===== config.mk =====
export PLATFORM = sky130hd
export DESIGN_NAME = imc_back
export DESIGN_NICKNAME = d
export VERILOG_FILES = /design/src/rtl/core/imc_pkg.sv /design/src/rtl/core/imc_back.sv
export SDC_FILE = /design/constraint.sdc
export NUM_CORES = 1
export LEC_CHECK = 0
export ABC_AREA = 1
export BUFFER_PORTS_ARGS = -buffer_cell sky130_fd_sc_hd__buf_2
export CAP_MARGIN = 10
export CORE_MARGIN = 8
export CORE_UTILIZATION = 30
export CTS_CLUSTER_SIZE = 10
export DETAILED_ROUTE_END_ITERATION = 8
export PLACE_DENSITY = 0.5
export SLEW_MARGIN = 25
export SYNTH_ARGS = -nofsm -noshare
export SYNTH_HDL_FRONTEND = slang
export SYNTH_SLANG_ARGS = --single-unit

===== constraint.sdc =====
create_clock -name aclk -period 17.3 [get_ports aclk]
set_input_delay 2.595 -clock aclk [delete_from_list [all_inputs] [get_ports aclk]]
set_output_delay 2.595 -clock aclk [all_outputs]
set_load 0.02 [all_outputs]

===== src/rtl/core/imc_pkg.sv =====
// ----------------------------------------------------------------------------
// IBAN mod-97 checker package
// Shared types, constants and mod-97 arithmetic for the checker blocks.
// ----------------------------------------------------------------------------
package imc_pkg;

    localparam int unsigned ROTATE_COUNT = 4;
    localparam int unsigned QUEUE_DEPTH  = 2;

    localparam logic [6:0]  MODULUS      = 7'd97;
    localparam logic [7:0]  LETTER_BIAS  = 8'd55;
    localparam logic [5:0]  SKIP_CODE    = 6'd63;
    localparam logic [5:0]  LAST_DIGIT   = 6'd9;
    localparam logic [5:0]  LAST_LETTER  = 6'd35;
    localparam logic [7:0]  MAX_COUNT    = 8'd255;
    // floor(2^20 / 97); the quotient estimate is at most one too small.
    localparam logic [13:0] MOD_RECIP    = 14'd10810;
    localparam int unsigned RECIP_SHIFT  = 20;

    localparam logic [7:0]  CHAR_ZERO    = 8'h30;
    localparam logic [7:0]  CHAR_NINE    = 8'h39;
    localparam logic [7:0]  CHAR_UPPER_A = 8'h41;
    localparam logic [7:0]  CHAR_UPPER_Z = 8'h5A;
    localparam logic [7:0]  CHAR_LOWER_A = 8'h61;
    localparam logic [7:0]  CHAR_LOWER_Z = 8'h7A;
    localparam logic [7:0]  CASE_OFFSET  = 8'd32;

    // One classified character on its way from the front to the back end.
    // The tail fields are meaningful on the last character only.
    typedef struct packed {
        logic [5:0] value;
        logic       body;
        logic       last;
        logic       short_str;
        logic [7:0] length;
        logic [7:0] country_first;
        logic [7:0] country_second;
        logic [6:0] prefix_rem;
        logic [6:0] prefix_pow;
    } entry_t;

    // Remainder mod 97 of a value below 2^14, by reciprocal multiplication.
    function automatic logic [6:0] mod97(input logic [13:0] x);
        logic [27:0] prod;
        logic [7:0]  quot;
        logic [14:0] diff;
        prod = 28'(x) * 28'(MOD_RECIP);
        quot = prod[RECIP_SHIFT +: 8];
        diff = 15'(x) - 15'(quot) * 15'(MODULUS);
        if (diff >= 15'(MODULUS)) begin
            diff = diff - 15'(MODULUS);
        end
        return diff[6:0];
    endfunction

    // Appends the decimal digits of one character value to a remainder.
    function automatic logic [6:0] fold(input logic [6:0] rem, input logic [5:0] value);
        logic [6:0] res;
        if (value <= LAST_DIGIT) begin
            res = mod97(14'(rem) * 14'd10 + 14'(value));
        end else if (value <= LAST_LETTER) begin
            res = mod97(14'(rem) * 14'd100 + 14'(value));
        end else begin
            res = rem;
        end
        return res;
    endfunction

    // Tracks 10^n mod 97 for the number of digits n that one value adds.
    function automatic logic [6:0] pow_step(input logic [6:0] pow, input logic [5:0] value);
        logic [6:0] res;
        if (value <= LAST_DIGIT) begin
            res = mod97(14'(pow) * 14'd10);
        end else if (value <= LAST_LETTER) begin
            res = mod97(14'(pow) * 14'd100);
        end else begin
            res = pow;
        end
        return res;
    endfunction

    function automatic logic [7:0] fold_upper(input logic [7:0] c);
        logic [7:0] res;
        if (c >= CHAR_LOWER_A && c <= CHAR_LOWER_Z) begin
            res = c - CASE_OFFSET;
        end else begin
            res = c;
        end
        return res;
    endfunction

    function automatic logic [5:0] char_value(input logic [7:0] c);
        logic [5:0] res;
        if (c >= CHAR_ZERO && c <= CHAR_NINE) begin
            res = 6'(c - CHAR_ZERO);
        end else if (c >= CHAR_UPPER_A && c <= CHAR_UPPER_Z) begin
            res = 6'(c - LETTER_BIAS);
        end else begin
            res = SKIP_CODE;
        end
        return res;
    endfunction

endpackage


===== src/rtl/core/imc_back.sv =====
// ----------------------------------------------------------------------------
// IBAN checker back end
// Folds body characters into the remainder and finishes each string.
// ----------------------------------------------------------------------------
module imc_back (
    input  logic              aclk,
    input  logic              aresetn,
    input  logic              q_valid,
    input  imc_pkg::entry_t   q_entry,
    output logic              q_pop,
    output logic              m_tvalid,
    input  logic              m_tready,
    output logic [31:0]       m_tdata    // [0] check_ok, [1] too_short, [9:2] text_length,
                                         // [17:10] country_first, [25:18] country_second
);
    import imc_pkg::*;

    typedef struct packed {
        logic       short_str;
        logic [7:0] length;
        logic [7:0] country_first;
        logic [7:0] country_second;
    } tail_t;

    logic [6:0]  rem_reg, rem_next;
    logic [6:0]  rem_after;

    logic        f1_valid_reg, f1_valid_next;
    logic [6:0]  f1_rem_reg, f1_pow_reg, f1_prem_reg;
    tail_t       f1_tail_reg;

    logic        f2_valid_reg, f2_valid_next;
    logic [13:0] f2_sum_reg;
    tail_t       f2_tail_reg;

    logic        out_valid_reg, out_valid_next;
    logic        out_ok_reg;
    tail_t       out_tail_reg;

    logic        o_free, f2_free, f1_free;
    logic [6:0]  final_rem;

    assign o_free  = !out_valid_reg || m_tready;
    assign f2_free = !f2_valid_reg || o_free;
    assign f1_free = !f1_valid_reg || f2_free;

    // Body characters never wait; a last character needs room in the finish pipe.
    assign q_pop     = q_valid && (!q_entry.last || f1_free);
    assign rem_after = q_entry.body ? fold(rem_reg, q_entry.value) : rem_reg;
    assign final_rem = mod97(f2_sum_reg);

    always_comb begin
        rem_next = rem_reg;
        if (q_pop) begin
            rem_next = q_entry.last ? 7'd0 : rem_after;
        end
        f1_valid_next  = f1_free ? (q_pop && q_entry.last) : f1_valid_reg;
        f2_valid_next  = f2_free ? f1_valid_reg : f2_valid_reg;
        out_valid_next = o_free ? f2_valid_reg : out_valid_reg;
    end

    always_ff @(posedge aclk) begin
        if (!aresetn) begin
            rem_reg       <= 7'd0;
            f1_valid_reg  <= 1'b0;
            f2_valid_reg  <= 1'b0;
            out_valid_reg <= 1'b0;
        end else begin
            rem_reg       <= rem_next;
            f1_valid_reg  <= f1_valid_next;
            f2_valid_reg  <= f2_valid_next;
            out_valid_reg <= out_valid_next;
        end
    end

    always_ff @(posedge aclk) begin
        if (f1_free && q_pop && q_entry.last) begin
            f1_rem_reg                 <= rem_after;
            f1_pow_reg                 <= q_entry.prefix_pow;
            f1_prem_reg                <= q_entry.prefix_rem;
            f1_tail_reg.short_str      <= q_entry.short_str;
            f1_tail_reg.length         <= q_entry.length;
            f1_tail_reg.country_first  <= q_entry.country_first;
            f1_tail_reg.country_second <= q_entry.country_second;
        end
        if (f2_free && f1_valid_reg) begin
            // The held prefix goes after the body: body * 10^n + prefix.
            f2_sum_reg  <= 14'(f1_rem_reg) * 14'(f1_pow_reg) + 14'(f1_prem_reg);
            f2_tail_reg <= f1_tail_reg;
        end
        if (o_free && f2_valid_reg) begin
            out_ok_reg   <= !f2_tail_reg.short_str && (final_rem == 7'd1);
            out_tail_reg <= f2_tail_reg;
        end
    end

    assign m_tvalid = out_valid_reg;
    assign m_tdata  = {6'd0, out_tail_reg.country_second, out_tail_reg.country_first,
                       out_tail_reg.length, out_tail_reg.short_str, out_ok_reg};

    a_rem_range: assert property (@(posedge aclk) disable iff (!aresetn)
        rem_reg < MODULUS)
        else $error("running remainder out of range");

    a_ok_not_short: assert property (@(posedge aclk) disable iff (!aresetn)
        out_valid_reg |-> !(out_ok_reg && out_tail_reg.short_str))
        else $error("check passed on a short string");

    a_rem_cleared: assert property (@(posedge aclk) disable iff (!aresetn)
        (q_pop && q_entry.last) |=> (rem_reg == 7'd0))
        else $error("remainder not cleared after the last character");

endmodule

[Yosys cells after proc, flatten, opt, wreduce, memory -nomap -nowiden]
Index checks and enable logic that the tools add are counted.
Word-level totals
  word-level logic and storage cells: 68
  register bits: 121
  input bits: 51
  output and inout bits: 34
Cells by class
  multiplexer cells: 7
  magnitude comparators: 5
  $add $sub $neg: 9
  multiply operators: 9
  reductions and logical operators: 16
  equality and inequality tests: 1
Operator list (count)
  $mul 14x13->27 const B: 2
  $mux 7: 7
  $ge 15x7->1 const B: 3
  $mul 8x7->15 const B: 2
  $sub 14x15->15: 2
  $mul 12x13->25 const B: 1
  $add 14x6->14: 1
  $add 14x7->14: 1
  $mul 7x7->14: 1
  $sub 12x13->14: 1
  $sub 7x7->7 const B: 2
  $mul 6x7->13 const B: 1
  $add 11x6->12: 1
  $mul 7x5->12 const B: 1
  $mul 7x3->10 const B: 1
  $eq 7x1->1 const B: 1
  $logic_and 1x1->1: 7
  $sub 7x6->7 const B: 1
  $le 6x4->1 const B: 1
  $le 6x6->1 const B: 1
  $logic_not 1->1: 5
  $logic_or 1x1->1: 4

[Depth between registers and ports, before layout]
Gate-level depths: netlist of run 1.
  depth in word-level cells: 11
  depth in mapped cells: 56
  gate-level depth less buffers: 56

[Least setup slack after synthesis of run 1]
Ideal clock, no wire load.
  path kind: input port to flip-flop
  from: input q_entry[44] (netlist bit)
  to: register f1_rem_reg[2] (data pin)
  arrival: 10.816 ns
  slack: 6.230 ns
  data required time: 17.046 ns
  path buffers: 0
  stages on the path: 42
  setup time: 0.254 ns
  cells stage by stage: ha_1 > nand3_1 > nand2_1 > a21oi_1 > nor2_1 > nor2_1 > nor3b_1 > nand2_1 > o21ai_0 > ha_1 > inv_1 > fa_1 > fa_1 > fa_1 > fa_1 > inv_1 > ha_1 > nand4_1 > [6 not listed] > ha_1 > fa_1 > inv_1 > ha_1 > nand2_1 > nor3_1 > and2_1 > nand2_1 > nand3_1 > nand2_2 > nor2_1 > nand2_1 > nor2_4 > nand3_1 > nand2_1 > nand2_1 > nand3_2 > nand2_2
On the way
  word-level cells in the longest chain between the ends: 9
  elaborated cells on any way between the ends: 19
  those cells by class: add/sub (6); mul (4); order compare (4); mux (5)
RTL lines
  from (decl): RTL line imc_back.sv:9  | input imc_pkg::entry_t q_entry,
  $add 14x6->14: RTL line imc_pkg.sv:62  | res = mod97(14'(rem) * 14'd100 + 14'(value));
  $mul 14x13->27: RTL line imc_pkg.sv:47  | prod = 28'(x) * 28'(MOD_RECIP);
  $mul 8x7->15: RTL line imc_pkg.sv:49  | diff = 15'(x) - 15'(quot) * 15'(MODULUS);
  $sub 14x15->15: RTL line imc_pkg.sv:49
  $ge 15x7->1 or $sub 7x7->7 (tied branches): RTL line imc_pkg.sv:50, imc_pkg.sv:51
  $mux 7: RTL line imc_pkg.sv:50  | if (diff >= 15'(MODULUS)) begin
  $mux 7: RTL line imc_pkg.sv:61  | end else if (value <= LAST_LETTER) begin
  $mux 7 *: RTL line imc_pkg.sv:59  | if (value <= LAST_DIGIT) begin
  $mux 7 *: RTL line imc_back.sv:49  | assign rem_after = q_entry.body ? fold(rem_reg, q_entry.value) : rem_reg;
  named net rem_after[2]: RTL line imc_back.sv:26  | logic [6:0] rem_after;
  to (signal assigned): RTL line imc_back.sv:78  | f1_rem_reg <= rem_after;
  to (decl): RTL line imc_back.sv:29  | logic [6:0] f1_rem_reg, f1_pow_reg, f1_prem_reg;
The timed path passes the listed nets; every way through them passes the cells marked *.
A chain may end at the register's enable or synchronous reset.

[Final worst setup path of run 1]
  from: input q_entry[43] (netlist bit)
  to: register f1_rem_reg[1] (data pin)
Same word-level chain as after synthesis.

==> results of run 1 <==
-- worst paths after layout --
| path | to | depth (start not counted) |
|---|---|---|
| worst max-delay path | f1_rem_reg[1] | 47 |
| worst min-delay path | f2_tail_reg[14] | 0 |
| worst max register to register | f1_rem_reg[1] | 48 |
| worst min register to register | f2_tail_reg[14] | 0 |
-- cells in the mapped netlist, types with 2 or more instances --
cell type	number
fa_1	202
nor2_1	96
nand2_2	18
and2_1	5
a211oi_1	3
edfxtp_1	111
inv_2	11
xor2_2	2
nand4_1	20
nor3_1	12
buf_4	7
o21bai_1	6
nand2_4	2
xnor2_1	24
xor2_1	63
a21oi_1	102
a31oi_1	3
dfxtp_1	10
nor2_4	6
o21a_1	4
o31ai_1	5
or2_2	5
nand3_2	8
a21o_1	12
o21ai_1	6
nor4_1	4
ha_1	478
inv_1	655
inv_4	2
o21ai_0	32
nand3_1	104
nand3b_1	6
nor2_2	2
nand2_1	377
conb_1	2
-- cells in the final DEF, fill, tap and decap left out, drive strengths merged, types with 18 or more instances in the layout --
master,instances
nand4,21
clkbuf,18
inv,675
xnor2,25
fa,202
o21ai,38
nand2,397
nor2,104
buf,85
xor2,65
nand3,113
a21oi,103
edfxtp,111
ha,478
-- layer usage --
metal | global-route usage | up-vias
li1 | - | 7801
met1 | 0.150 | 7123
met2 | 0.220 | 122
met3 | 0.0122 | 40
met4 | 0.0296 | 4
met5 | 0 | -
-- kinds of logic after synthesis --
| kind of cell | share of synthesized area |
|---|---|
| flops | 0.169 |
| compound gates | 0.0485 |
| fa+ha+maj | 0.478 |
| buf+inv | 0.124 |
| other cells | 0.000358 |
| simple gates | 0.142 |
| xor+xnor | 0.0387 |
-- through the flow --
step,cell area [µm²],hold slack [ns],utilization
3_5_place_dp,22500,0.405,0.324
6_report,23100,0.402,0.332
3_3_place_gp,22500,0.401,0.324
2_1_floorplan,21000,0.400,-
5_1_grt,23100,0.410,0.332
4_1_cts,23100,0.401,0.332
-- area by class of cell --
cell class | count | share of cell area
diodes | 2 | 0.000217
clock buffers | 18 | 0.0186
clock inverters | 14 | 0.00601
inverters | 669 | 0.109
multi-input cells | 1634 | 0.643
flip-flops and latches | 121 | 0.153
well taps | 940 | 0.0509
repair buffers | 85 | 0.0192
==> flow_summary.ini, run 1 <==
[layout]
multi_input_area_um2 = 14900
regArea_um2 = 3530
fill_cells = 7354
fin_nets = 3259
layoutNonFillerInstCount = 3483
areaGrowthSynthToFinish_pct = 10.3
drive_gt1_frac = 0.0708

[floorplanning]
die_x_um = 280
core-area_um2 = 69700
start_util = 0.301
pin_count = 85
die_y_um = 280
die_area_um2 = 78600
rows = 97

[timing]
fin_ws_ns = 5.30
hold_viol = 0
max_slew.worst_pin.slew_ns = 0.770
clock_skew_ns = 0.0125
fin_crit_sh = 0.693
min_period_ns = 12.00
clock.fmax_ghz = 0.0834
setup_tns_ns = 0
rsz0062_at_grt = no
final-max-slew-violation-count = 0
slew_headroom = 0.487
setup-violations-final = 0

[global_route]
grt_pass1_vias = 16400
grt_max_degree = 39
grt_usage = 0.120
grt_first_pass_wirelength_um = 78900
grt-ovfl-total = 0
antenna_found_initial = 5

[drt]
vias_per_cell = 4.33
highest_layer = met5
first_iter_violations = 550
vias = 15100
drtPass1Iterations = 4
routed_wl_um = 45300
antenna_left = 0
post_drt_wl_per_cell_um = 13.0
wl_met3_um = 851
drt_drc_violations_left = 0
met1_length_um = 21000
wl_met2_um = 22700

[synthesis]
async_flop_share = 0
synth_edf_count = 111
ys_warn_count = 0
syn_inst = 2422
syn_avg_cell_area_um2 = 8.66
ys_seq_area_frac = 0.169
yosysTopAreaCellShare = 0.285
ys_types = 52
synth_flop_cell = edfxtp_1
yosysTopAreaCell = ha_1
ys_ff_latch = 121
syn_area_um2 = 21000
ys_top_cells_by_area = ha_1 (29%), fa_1 (19%), edfxtp_1 (16%)

[critical_path]
cp_data_arrival_time_ns = 12.16
rrSetupSlack_ns = 5.88
slowest_delay_ns = 0.55
start_kind = input pin
path_class = input pin to flip-flop
critical_path.top_delay_family = adder cells
crit_fanout = 7
cpMostUsedCell = nand2_1
crit_required_ns = 17.46
crit_start = q_entry[43]
critPathBufInv = 8
reg2reg_from = rem_reg[1]
end_kind = flip-flop
crit_path_top_delay_cell = fa_1

[clock_network]
clockBufferDepth = 2
cts_setup_buffers = 0
cts_resized = 0
cts_buffers = 17
cts_sinks = 121
insertion_delay_ns = 0.43
ctsRootBufferMaster = clkbuf_16
clk_pin_slew_ns = 0.07
htree_levels = 4
holdBufCountCts = 0
cts_tree = yes

[hold_path]
hp-class = flip-flop to flip-flop
min_from = f1_tail_reg[14]

[run]
drv_cap = 0

[placed_design]
dpl.cell_count = 3449
dp_hpwl_um = 40100
gp_congestion = 0.854
port_buffers = 78
preCtsSetupSlack_ns = 4.83

[run_status]
status = complete, no violations
Power of run 1 is left out: the tool's default activity adds up to more than one toggle a clock period on the data nets, which glitch-free logic cannot reach.
==> run 2, diff against run 1 <==
- PLACE_DENSITY: 0.5 -> 0.51
- clock period: 17.3 -> 9.6 ns (I/O delays scaled with it)
==> run 2 against run 1 <==
Compared with the run above:
- first-iteration DRC count is 22% lower
- global-route usage up 0.45 points
- wire length rose by 5.8%
- register-to-register slack worse by 5.8 ns
- non-clock buffer count is 267 higher
- sequential cell count is the same
- utilization grew 5.2 points
- sequential share of layout area decreased by 2.0 points
- clock-buffer cell count decreased by 1
- worst setup slack worse by 5.3 ns
==> flow_summary.ini, run 2 (synthesized netlist as in run 1, its figures left out) <==
[timing]
max_slew.worst_pin.slew_ns = 1.03
hold_viol = 0
fin_crit_sh = 0.995
clock.fmax_ghz = 0.105
rsz0062_at_grt = yes
slew_headroom = 0.311
setup-violations-final = 0
clock_skew_ns = 0.0122
min_period_ns = 9.55
final-max-slew-violation-count = 0
worst_hold_slack_ns = 0.413

[clock_network]
ctsRootBufferMaster = clkbuf_16
htree_levels = 4
cts_tree = yes
clk_pin_slew_ns = 0.07
holdBufCountCts = 0
clockBufferDepth = 2
cts_buffers = 17
insertion_delay_ns = 0.44
cts_sinks = 121

[floorplanning]
die_y_um = 280
die_x_um = 280
start_util = 0.301
die_area_um2 = 78600
pin_count = 85
rows = 97
core-area_um2 = 69700

[run_status]
status = complete, no violations

[drt]
antenna_left = 0
drt_drc_violations_left = 0
vias_per_cell = 4.26
routed_wl_um = 48000
first_iter_violations = 427
drtPass1Iterations = 5
post_drt_wl_per_cell_um = 12.8
vias = 16000

[layout]
fill_cells = 7115
multi_input_area_um2 = 16400
drive_gt1_frac = 0.250
layout_common_cells = inv_1 (619), ha_1 (416), nand2_1 (328), buf_4 (263), fa_1 (197)
areaGrowthSynthToFinish_pct = 27.6
insertedDiodeCount = 0
layout_commonest_cell = inv_1
regArea_um2 = 3540
fin_nets = 3526

[critical_path]
critical_path.top_delay_family = adder cells
path_class = flip-flop to flip-flop
crit_path_top_delay_cell = fa_1
cp_data_arrival_time_ns = 9.91
start_kind = flip-flop
crit_fanout = 7
critPathBufInv = 9
slowest_delay_ns = 0.56
end_kind = flip-flop
crit_required_ns = 9.95

[global_route]
grt-ovfl-total = 0
grt_usage = 0.125
antenna_found_initial = 2
grt_max_degree = 48
grt_first_pass_wirelength_um = 81100
grt_pass1_vias = 16700

[placed_design]
dp_hpwl_um = 40400
port_buffers = 78
gp_congestion = 0.808

[run]
drv_cap = 0

[hold_path]
hp-class = flip-flop to flip-flop
==> run 2: cell types whose count changed in the layout (fill, tap and decap cells not counted), moves of 35 or more <==
cell     before  now
nand2_2      18   58
inv_1       654  619
buf_4         7  263
nand2_1     377  328
ha_4          0   58
ha_1        478  416
==> run 2: per-stage QoR <==
step	TNS, ns	util	setup WS [ns]	instances	cell area [µm²]
after floorplan	0	-	0.00200	2433	21100
after global placement	-9.58	0.348	-0.715	3668	24300
after detailed placement	-10.47	0.348	-0.775	3668	24300
after CTS	0	0.370	0.0000542	3727	25800
after global routing	-5.87	0.384	-0.476	3748	26800
final	0	0.384	0.0458	3748	26800
==> run 2: timing repair <==
action | 4_1_cts | 5_1_grt
buffers inserted | 28 | 21
gates resized for setup | 138 | 166
pin swaps | 127 | 151
setup endpoints to repair | 14 | 14
==> run 2: area by class of cell <==
class / instances / area share
clock inverters: 15 / 0.00603
well taps: 940 / 0.0440
clock buffers: 17 / 0.0159
flip-flops and latches: 121 / 0.132
repair buffers: 352 / 0.0935
multi-input cells: 1634 / 0.614
inverters: 669 / 0.0942
==> run 2: per-layer routing <==
metal | routed length [µm] | vias to the layer above | global-route usage
met5 | 12 | - | 0
met4 | 530 | 2 | 0.0245
met3 | 601 | 29 | 0.00898
met2 | 23600 | 91 | 0.224
met1 | 23200 | 7520 | 0.164
li1 | - | 8330 | -
==> run 2: final timing paths <==
path | endpoint | slack (ns) | cells after the start | from
min | m_tdata[23] | 0.41 | 0 | f2_tail_reg[5]
max reg2reg | rem_reg[2] | 0.05 | 53 | rem_reg[2]
min reg2reg | m_tdata[23] | 0.41 | 0 | f2_tail_reg[5]
max | rem_reg[2] | 0.05 | 53 | rem_reg[2]
==> run 2: worst register-to-register path, delay by kind of cell, from the launching register on <==
| family | cells | cell delay [ns] |
|---|---|---|
| AO/OA/AOI/OAI | 7 | 0.92 |
| buffers and inverters | 9 | 0.70 |
| adder cells (fa/ha/maj) | 15 | 5.19 |
| flip-flops | 1 | 0.37 |
| AND/OR/NAND/NOR | 20 | 1.96 |
| XOR/XNOR | 2 | 0.34 |
Power of run 2 is left out for the same reason.
==> run 3, diff against run 2 <==
- CORE_UTILIZATION: 30 -> 59
- PLACE_DENSITY: 0.51 -> 0.85
==> run 3 against run 2 <==
Compared with the run above:
- the run now ends with setup timing left
- first-iteration DRC count grew to 3.8 times the previous value
- sequential cell count stayed put
- utilization is 36 points higher
- global-route usage is 14 points higher
- clock skew is 0.0049 ns lower
- sequential share of layout area is 0.27 points higher
- hold slack better by 0.0014 ns
- critical endpoint is now rem_reg[0]
==> flow_summary.ini, run 3 (synthesized netlist as in run 1, its figures left out) <==
[global_route]
grt_first_pass_wirelength_um = 91500
antenna_found_initial = 1
grt-ovfl-total = 0
grt_max_degree = 48
grt_pass1_vias = 19600
grt_usage = 0.268

[drt]
drt_drc_violations_left = 0
post_drt_wl_per_cell_um = 19.8
vias = 18500
first_iter_violations = 1617
antenna_left = 0
routed_wl_um = 63900
drtPass1Iterations = 8
vias_per_cell = 5.74

[timing]
setup-violations-final = 14
clock_skew_ns = 0.00730
hold_viol = 0
final-max-slew-violation-count = 0
clock.fmax_ghz = 0.0978
slew_headroom = 0.373
fin_ws_ns = -0.623
min_period_ns = 10.22
fin_crit_sh = 1.06
max_slew.worst_pin.slew_ns = 0.941
rsz0062_at_grt = yes

[placed_design]
dp_hpwl_um = 41900
gp_congestion = 0.924
port_buffers = 78
preCtsSetupSlack_ns = -0.968

[critical_path]
rrSetupSlack_ns = -0.62
slowest_delay_ns = 0.54
crit_start = rem_reg[2]
cp_data_arrival_time_ns = 10.56
start_kind = flip-flop
r2r_end = rem_reg[0]
reg2reg_from = rem_reg[2]
crit_fanout = 7
crit_path_top_delay_cell = fa_1
r2r_cells = 53
crit_cells = 53
path_class = flip-flop to flip-flop
crit_required_ns = 9.94
cpMostUsedCell = nand2_1
critical_path.top_delay_family = adder cells
critPathBufInv = 13
crit_end = rem_reg[0]
end_kind = flip-flop

[run_status]
violations = setup timing
status = complete, but fails checks

[hold_path]
hp-class = flip-flop to flip-flop
min_path_cells = 0

[clock_network]
clk_pin_slew_ns = 0.06
cts_buffers = 17
cts_tree = yes
ctsRootBufferMaster = clkbuf_16
htree_levels = 4
cts_sinks = 121
insertion_delay_ns = 0.43
clockBufferDepth = 2

[floorplanning]
core-area_um2 = 35300
pin_count = 85
die_y_um = 205
rows = 69
die_x_um = 205
die_area_um2 = 41800
start_util = 0.594

[layout]
layout_common_cells = inv_1 (608), ha_1 (403), nand2_1 (309), buf_4 (219), fa_1 (194)
areaGrowthSynthToFinish_pct = 25.1
layout_commonest_cell = inv_1
fill_cells = 2037
drive_gt1_frac = 0.265
fin_nets = 3481

[run]
drv_cap = 0
run 3: cell count changes in the layout (fill, tap and decap cells not counted), sizes merged:
| cell | before | now |
|---|---|---|
| bufinv | 0 | 1 |
| clkbuf | 17 | 18 |
| inv | 679 | 674 |
| clkinvlp | 0 | 3 |
| buf | 352 | 307 |
| diode | 0 | 1 |
run 3: how the worst min path moves through the flow:
stage | startpoint | end | slack [ns]
6_report | f2_tail_reg[18] | m_tdata[4] | 0.41
5_1_grt | f2_tail_reg[19] | m_tdata[5] | 0.42
4_1_cts | f2_tail_reg[18] | m_tdata[4] | 0.42
3_5_place_dp | f2_tail_reg[16] | m_tdata[2] | 0.40
3_3_place_gp | f1_tail_reg[21] | f2_tail_reg[21] | 0.40
2_1_floorplan | f1_tail_reg[0] | f2_tail_reg[0] | 0.40
run 3: timing repair:
action | 4_1_cts | 5_1_grt
setup buffers | 16 | 27
setup endpoints to repair | 14 | 14
gates resized for setup | 149 | 246
hold buffers | 0 | 0
pin swaps | 137 | 181
hold endpoints to repair | 0 | 0
run 3: final cells by class:
type                    instances  area (µm²)  area share
clock buffers                  18         429      0.0164
well taps                     461         577      0.0220
multi-input cells            1634       16800       0.642
clock inverters                14         139     0.00530
inverters                     669        2520      0.0963
diodes                          1        2.50   0.0000954
repair buffers                307        2170      0.0827
flip-flops and latches        121        3540       0.135
run 3: through the flow:
| stage | instances | utilization | cell area [µm²] | hold WS (ns) | TNS (ns) |
|---|---|---|---|---|---|
| after floorplan | 2433 | - | 21100 | 0.400 | 0 |
| after global placement | 3149 | 0.661 | 23300 | 0.400 | -10.99 |
| after detailed placement | 3149 | 0.661 | 23300 | 0.405 | -12.66 |
| after CTS | 3197 | 0.704 | 24800 | 0.416 | -0.0320 |
| after global routing | 3225 | 0.743 | 26200 | 0.417 | -11.74 |
| final | 3225 | 0.743 | 26200 | 0.415 | -7.83 |
run 3: per-layer routing:
layer  routed length (µm)  global-route usage  up-vias
met1                21400               0.276     8840
li1                     -                   -     8248
met4                 5680               0.155        0
met5                    0                   0        -
met3                 3800              0.0348      474
met2                33000               0.511      940
run 3: worst register-to-register path, delay by kind of cell, from the launching register on:
family	cells	cell delay, ns
AO/OA/AOI/OAI	2	0.26
XOR/XNOR	2	0.58
adder cells (fa/ha/maj)	15	5.27
buffers and inverters	13	1.24
flip-flops	1	0.38
AND/OR/NAND/NOR	21	2.42
Power of run 3 is left out for the same reason.
